===== src/mexp_pkg.sv =====
// Shared declarations for the modular exponentiation block.
// Register indexes, fixed reset values, command codes and the multiplier status struct.
// No dependencies.
package mexp_pkg;

  localparam int unsigned CFG_INDEX_WIDTH = 2;

  localparam logic [CFG_INDEX_WIDTH-1:0] REG_MODULUS          = 2'd0;
  localparam logic [CFG_INDEX_WIDTH-1:0] REG_PUBLIC_EXPONENT  = 2'd1;
  localparam logic [CFG_INDEX_WIDTH-1:0] REG_PRIVATE_EXPONENT = 2'd2;

  localparam logic [31:0] MODULUS_RESET  = 32'd16587;
  localparam logic [31:0] EXPONENT_RESET = 32'd1;

  localparam logic CMD_ENCRYPT = 1'b0;
  localparam logic CMD_DECRYPT = 1'b1;

  typedef struct packed {
    logic busy;
    logic done;
  } mexp_mul_stat_t;

endpackage


===== src/mexp_modmul.sv =====
// Bit-serial modular multiplier: product = op_x * op_y mod modulus.
// Consumes one bit of op_x per cycle, MSB first; op_y must be below modulus.
// Depends on mexp_pkg.
module mexp_modmul
  import mexp_pkg::*;
#(
  parameter int unsigned VALUE_WIDTH = 16
) (
  input  logic                   clk,
  input  logic                   rst_n,
  input  logic                   start,
  input  logic [VALUE_WIDTH-1:0] op_x,
  input  logic [VALUE_WIDTH-1:0] op_y,
  input  logic [VALUE_WIDTH-1:0] modulus,
  output logic [VALUE_WIDTH-1:0] product,
  output mexp_mul_stat_t         stat
);

  localparam int unsigned CW = $clog2(VALUE_WIDTH);

  logic                   busy_r;
  logic                   done_r;
  logic [CW-1:0]          cnt_r;
  logic [VALUE_WIDTH-1:0] x_r;
  logic [VALUE_WIDTH-1:0] y_r;
  logic [VALUE_WIDTH-1:0] acc_r;

  logic [VALUE_WIDTH:0]   dbl;
  logic [VALUE_WIDTH:0]   m_ext;
  logic [VALUE_WIDTH:0]   red1;
  logic [VALUE_WIDTH:0]   addend;
  logic [VALUE_WIDTH:0]   sum;
  logic [VALUE_WIDTH:0]   red2;

  always_comb begin
    dbl    = {acc_r, 1'b0};
    m_ext  = {1'b0, modulus};
    red1   = (dbl >= m_ext) ? (dbl - m_ext) : dbl;
    addend = x_r[VALUE_WIDTH-1] ? {1'b0, y_r} : '0;
    sum    = {1'b0, red1[VALUE_WIDTH-1:0]} + addend;
    red2   = (sum >= m_ext) ? (sum - m_ext) : sum;
  end

  always_ff @(posedge clk) begin
    if (!rst_n) begin
      busy_r <= 1'b0;
      done_r <= 1'b0;
      cnt_r  <= '0;
    end else begin
      done_r <= 1'b0;
      if (start) begin
        busy_r <= 1'b1;
        cnt_r  <= CW'(VALUE_WIDTH - 1);
      end else if (busy_r) begin
        cnt_r <= cnt_r - 1'b1;
        if (cnt_r == '0) begin
          busy_r <= 1'b0;
          done_r <= 1'b1;
        end
      end
    end
  end

  always_ff @(posedge clk) begin
    if (start) begin
      x_r   <= op_x;
      y_r   <= op_y;
      acc_r <= '0;
    end else if (busy_r) begin
      x_r   <= {x_r[VALUE_WIDTH-2:0], 1'b0};
      acc_r <= red2[VALUE_WIDTH-1:0];
    end
  end

  assign product   = acc_r;
  assign stat.busy = busy_r;
  assign stat.done = done_r;

endmodule


===== src/modular_exponentiation.sv =====
// Top level of the modular exponentiation block: registers, sequencer, result stage.
// Depends on mexp_pkg and mexp_modmul.
//
// Each input beat gives base_value ^ exponent mod modulus, the exponent chosen by cmd
// (0 public, 1 private). An exponent of 0 gives 1; a modulus of 0 gives 0 otherwise.
// The base is first reduced, then square-and-multiply runs from the exponent LSB, every
// multiply going through one bit-serial modular multiplier. An item takes
// (1 + popcount(e) + bitlen(e) - 1) multiplies; one item is worked on at a time, and the
// next is taken while the previous result waits.
module modular_exponentiation
  import mexp_pkg::*;
#(
  parameter int unsigned VALUE_WIDTH = 16
) (
  input  logic                       clk,
  input  logic                       rst_n,
  input  logic                       cfg_we,
  input  logic [CFG_INDEX_WIDTH-1:0] cfg_index,
  input  logic [VALUE_WIDTH-1:0]     cfg_wdata,
  input  logic                       in_valid,
  output logic                       in_ready,
  input  logic                       in_cmd,
  input  logic [VALUE_WIDTH-1:0]     in_base_value,
  output logic                       out_valid,
  input  logic                       out_ready,
  output logic [VALUE_WIDTH-1:0]     out_power_result
);

  typedef enum logic [2:0] {
    S_IDLE,
    S_RED,
    S_BIT,
    S_ACC,
    S_SQR,
    S_DONE
  } state_t;

  localparam logic [VALUE_WIDTH-1:0] ONE = VALUE_WIDTH'(1);

  logic [VALUE_WIDTH-1:0] modulus_r;
  logic [VALUE_WIDTH-1:0] pub_exp_r;
  logic [VALUE_WIDTH-1:0] priv_exp_r;

  state_t                 state_r,     state_nxt;
  logic [VALUE_WIDTH-1:0] e_r,         e_nxt;
  logic [VALUE_WIDTH-1:0] acc_r,       acc_nxt;
  logic [VALUE_WIDTH-1:0] sq_r,        sq_nxt;
  logic [VALUE_WIDTH-1:0] res_r,       res_nxt;
  logic [VALUE_WIDTH-1:0] opx_r,       opx_nxt;
  logic [VALUE_WIDTH-1:0] opy_r,       opy_nxt;
  logic                   start_r,     start_nxt;
  logic                   out_valid_r, out_valid_nxt;
  logic [VALUE_WIDTH-1:0] out_res_r,   out_res_nxt;

  logic [VALUE_WIDTH-1:0] mul_product;
  mexp_mul_stat_t         mul_stat;

  logic [VALUE_WIDTH-1:0] sel_exp;
  logic [VALUE_WIDTH-1:0] one_mod;
  logic [VALUE_WIDTH-1:0] e_shift;
  logic [VALUE_WIDTH-1:0] acc_after;

  always_ff @(posedge clk) begin
    if (!rst_n) begin
      modulus_r  <= MODULUS_RESET[VALUE_WIDTH-1:0];
      pub_exp_r  <= EXPONENT_RESET[VALUE_WIDTH-1:0];
      priv_exp_r <= EXPONENT_RESET[VALUE_WIDTH-1:0];
    end else if (cfg_we) begin
      unique case (cfg_index)
        REG_MODULUS:          modulus_r  <= cfg_wdata;
        REG_PUBLIC_EXPONENT:  pub_exp_r  <= cfg_wdata;
        REG_PRIVATE_EXPONENT: priv_exp_r <= cfg_wdata;
        default: ;
      endcase
    end
  end

  mexp_modmul #(
    .VALUE_WIDTH(VALUE_WIDTH)
  ) u_modmul (
    .clk     (clk),
    .rst_n   (rst_n),
    .start   (start_r),
    .op_x    (opx_r),
    .op_y    (opy_r),
    .modulus (modulus_r),
    .product (mul_product),
    .stat    (mul_stat)
  );

  assign in_ready         = (state_r == S_IDLE);
  assign out_valid        = out_valid_r;
  assign out_power_result = out_res_r;

  always_comb begin
    sel_exp   = (in_cmd == CMD_DECRYPT) ? priv_exp_r : pub_exp_r;
    one_mod   = (modulus_r == ONE) ? '0 : ONE;
    e_shift   = {1'b0, e_r[VALUE_WIDTH-1:1]};
    acc_after = (state_r == S_ACC) ? mul_product : acc_r;

    state_nxt     = state_r;
    e_nxt         = e_r;
    acc_nxt       = acc_r;
    sq_nxt        = sq_r;
    res_nxt       = res_r;
    opx_nxt       = opx_r;
    opy_nxt       = opy_r;
    start_nxt     = 1'b0;
    out_valid_nxt = out_valid_r && !out_ready;
    out_res_nxt   = out_res_r;

    unique case (state_r)
      S_IDLE: begin
        if (in_valid) begin
          if (sel_exp == '0) begin
            res_nxt   = ONE;
            state_nxt = S_DONE;
          end else if (modulus_r == '0) begin
            res_nxt   = '0;
            state_nxt = S_DONE;
          end else begin
            e_nxt     = sel_exp;
            acc_nxt   = one_mod;
            opx_nxt   = in_base_value;
            opy_nxt   = one_mod;
            start_nxt = 1'b1;
            state_nxt = S_RED;
          end
        end
      end
      S_RED: begin
        if (mul_stat.done) begin
          sq_nxt    = mul_product;
          state_nxt = S_BIT;
        end
      end
      S_BIT, S_ACC: begin
        if (state_r == S_BIT && e_r[0]) begin
          opx_nxt   = acc_r;
          opy_nxt   = sq_r;
          start_nxt = 1'b1;
          state_nxt = S_ACC;
        end else if (state_r == S_BIT || mul_stat.done) begin
          acc_nxt = acc_after;
          e_nxt   = e_shift;
          if (e_shift == '0) begin
            res_nxt   = acc_after;
            state_nxt = S_DONE;
          end else begin
            opx_nxt   = sq_r;
            opy_nxt   = sq_r;
            start_nxt = 1'b1;
            state_nxt = S_SQR;
          end
        end
      end
      S_SQR: begin
        if (mul_stat.done) begin
          sq_nxt    = mul_product;
          state_nxt = S_BIT;
        end
      end
      S_DONE: begin
        if (!out_valid_r || out_ready) begin
          out_valid_nxt = 1'b1;
          out_res_nxt   = res_r;
          state_nxt     = S_IDLE;
        end
      end
      default: state_nxt = S_IDLE;
    endcase
  end

  always_ff @(posedge clk) begin
    if (!rst_n) begin
      state_r     <= S_IDLE;
      start_r     <= 1'b0;
      out_valid_r <= 1'b0;
    end else begin
      state_r     <= state_nxt;
      start_r     <= start_nxt;
      out_valid_r <= out_valid_nxt;
    end
  end

  always_ff @(posedge clk) begin
    e_r       <= e_nxt;
    acc_r     <= acc_nxt;
    sq_r      <= sq_nxt;
    res_r     <= res_nxt;
    opx_r     <= opx_nxt;
    opy_r     <= opy_nxt;
    out_res_r <= out_res_nxt;
  end

`ifndef SYNTH
  a_done_while_waiting: assert property (@(posedge clk) disable iff (!rst_n)
    mul_stat.done |-> (state_r == S_RED || state_r == S_ACC || state_r == S_SQR))
    else $error("multiplier finished outside a waiting state");

  a_start_when_free: assert property (@(posedge clk) disable iff (!rst_n)
    start_r |-> !mul_stat.busy)
    else $error("multiplier started while busy");

  a_out_load_from_done: assert property (@(posedge clk) disable iff (!rst_n)
    $rose(out_valid_r) |-> $past(state_r) == S_DONE)
    else $error("result beat raised without a finished item");

  a_accept_leaves_idle: assert property (@(posedge clk) disable iff (!rst_n)
    (in_valid && in_ready) |=> state_r != S_IDLE)
    else $error("accepted beat did not start work");
`endif

endmodule

===== config.mk =====
export PLATFORM = sky130hd
export DESIGN_NAME = modular_exponentiation
export DESIGN_NICKNAME = d
export VERILOG_FILES = /design/src/mexp_pkg.sv /design/src/mexp_modmul.sv /design/src/modular_exponentiation.sv
export SDC_FILE = /design/constraint.sdc
export NUM_CORES = 1
export LEC_CHECK = 0
export BUFFER_PORTS_ARGS = -buffer_cell sky130_fd_sc_hd__clkbuf_2
export CELL_PAD_IN_SITES_DETAIL_PLACEMENT = 0
export CELL_PAD_IN_SITES_GLOBAL_PLACEMENT = 1
export CORE_MARGIN = 2
export CORE_UTILIZATION = 41
export CTS_BUF_LIST = sky130_fd_sc_hd__clkbuf_2
export CTS_CLUSTER_SIZE = 10
export DETAILED_ROUTE_END_ITERATION = 16
export PLACE_DENSITY = 0.66
export SLEW_MARGIN = 20
export SYNTH_ARGS = -nofsm -noshare
export SYNTH_HDL_FRONTEND = slang
export SYNTH_HIERARCHICAL = 1
export SYNTH_SLANG_ARGS = --single-unit

===== constraint.sdc =====
create_clock -name clk -period 6.93 [get_ports clk]
set_input_delay 0.3465 -clock clk [delete_from_list [all_inputs] [get_ports clk]]
set_output_delay 0.3465 -clock clk [all_outputs]
set_load 0.005 [all_outputs]

==> results.cfg <==
[floorplanning]
dieArea_mm2 = 0.0295
rows = 61
ios = 58
coreArea_mm2 = 0.0278
initial_utilization_pct = 41.6
die_h_um = 172
die_w_um = 172

[route]
drt_iter0_markers = 540
drcViolationCount = 0
wl_per_cell_um = 18.8
via_count = 8751
drt-pass1-iter-count = 5
vias_per_cell = 5.27
routed_wl_mm = 31.3
postRouteAntennaNets = 0

[worst_setup_path]
max_stage_delay_ns = 0.49
path_class = reg2reg
path_common_cell = ha_1
start_kind = register
slowest_stage = nand3_1
path_max_fanout = 14
worstPathCellList = inv_1, ha_1, and4_1, buf_4, a211o_1, or3_1, nor3_2, nor2_4, mux2_1, ha_1, a21oi_1, o21ai_1, o211a_1, o21ai_0, a21boi_0, ha_1, nand4_4, nor4_2, a211o_1, a211oi_4, nand3_1, o311ai_0, a311oi_2
cp.arrival_ns = 7.27
end_kind = register
required_ns = 7.63

[timing]
final-setup-viol-count = 0
hold_viol = 0
min_period_ns = 6.57
finClkSkew_ns = 0.0660
finalHoldWorstSlack_ns = 0.0178
fmax_ghz = 0.152
period_share_pct = 94.8
worst_pin_slew_ns = 0.978
slew_headroom_pct = 34.7
drv_slew = 0

[final_layout]
layout-drive-gt1-share_pct = 20.6
instances_no_fill = 1661
seq_area_mm2 = 0.00583
final_cell_area_mm2 = 0.0134
multi_input_area_mm2 = 0.00540
fillers = 2715
fin_nets = 1332
synthToLayoutAreaGrowth_pct = 16.1

[pwr]
peakVddDrop_mv = 0.243
power_frac_seq_pct = 25.4
power_switching_w = 0.00326
p_leak_nw = 5.36
pwr-share-comb_pct = 61.5
power_w = 0.00697
p_int_w = 0.00371
power_density_mw_per_mm2 = 520
clkPwrFrac_pct = 13.1
sw_frac_of_total_pct = 46.7

[clock_tree]
max-clock-path-buffers = 3
clockRootBuffer = clkbuf_2
clk_latency_ns = 0.86
numCtsBuffers = 57
ctsHtreeMaxLevel = 2
cts_tree = done
path_clk_slew_ns = 0.13
cts.sinks = 219
cts_setup_buffers = 0

[synth]
synth.avg_cell_area_um2 = 10.6
mappedNetlistNets = 1185
yosys_warnings = 6
syn_inst = 1093
syn_area_mm2 = 0.0115

[global_routing]
met3_usage_pct = 3.54
grt_pass1_wl_mm = 49.2
globalRouteMet1Util_pct = 28.4
met2_usage_pct = 35.9
grt_pass1_vias = 8978
grt_max_degree = 72
grtUsageTotal_pct = 21.9
top_usage_layer = met2
antenna_found_initial = 1
grt-ovfl-total = 0

[placed_design]
port_buffers = 57
dp_hpwl_mm = 22.6
place_area_mm2 = 0.0124
gp_congestion = 0.923
dp.cells = 1519

[run]
drv_cap = 0

[outcome]
status = finished clean

[min_path]
hold_class = in2reg
==> path summary, 6_finish.rpt <==
kind                                                 start                           endpoint  slack [ns]  cells past startpoint
worst max-delay path            modulus_r[11]$_SDFFE_PN0P_  u_modmul/product[13]$_SDFFE_PP0P_        0.36                     23
worst min-delay path                                cfg_we          pub_exp_r[5]$_SDFFE_PN0P_        0.02                      5
worst max register to register  modulus_r[11]$_SDFFE_PN0P_  u_modmul/product[13]$_SDFFE_PP0P_        0.36                     23
worst min register to register      opy_r[4]$_SDFFCE_PP0P_          u_modmul/y_r[4]$_DFFE_PP_        0.38                      0
==> worst max-delay path: cells and delay by family, from the launching register on <==
family / cells / cell delay (ns)
buf+inv: 2 / 0.26
mux: 1 / 0.34
flops: 1 / 0.37
compound gates: 10 / 2.72
simple gates: 7 / 1.64
fa+ha+maj: 3 / 1.08
==> per-stage QoR <==
step                      setup slack, ns  utilization [%]  TNS (ns)
after floorplan                     0.982                -         0
after global placement            -0.0337             44.7   -0.0410
after detailed placement           -0.118             44.7    -0.556
after CTS                           0.221             47.9         0
after global routing              -0.0185             48.2   -0.0295
final                               0.357             48.2         0
==> cells in the final DEF, fill, tap and decap left out, types with 12 or more instances in the layout <==
master and count:
mux2_2 27, and2_1 35, inv_1 35, nor2_1 83, mux2i_1 40, a21boi_1 40, buf_4 41, nor4_1 12
dlygate4sd3_1 38, edfxtp_1 144, a21oi_1 46, xnor2_1 18, xor2_1 16, clkbuf_2 144, o21ai_0 18, a211oi_1 15
dfxtp_1 74, ha_1 49, nand3_1 21, nand2_1 162, nor3_1 14
==> per-layer routing <==
metal | up-vias | wire [um]
met4 | 0 | 1290
met1 | 4135 | 13900
li1 | 4338 | -
met3 | 65 | 1300
met5 | - | 0
met2 | 213 | 14800
==> power by group through the flow <==
stage	Sequential, W	Combinational (W)	Clock [W]
CTS	0.00177	0.00423	0.000953
detailed placement	0.00180	0.00417	0
floorplan	0.00178	0.00311	0
finish	0.00177	0.00429	0.000914
global placement	0.00180	0.00423	0
global route	0.00179	0.00471	0.00102
==> layout make-up <==
type / count / share of cell area (%)
diodes: 1 / 0.0187
clock buffers: 87 / 3.25
clock inverters: 14 / 0.682
inverters: 37 / 1.04
multi-input cells: 787 / 40.3
flip-flops and latches: 219 / 43.5
well taps: 378 / 3.53
repair buffers: 138 / 7.68
==> what timing repair did <==
action | 4_1_cts | 5_1_grt
pin swaps | 0 | 1
setup endpoints to repair | 10 | 15
hold endpoints to repair | 67 | 0
hold buffers | 38 | 0
gates cloned | 0 | 0
gates resized for setup | 1 | 5
Note: power is estimated with default switching activity, not from simulation.
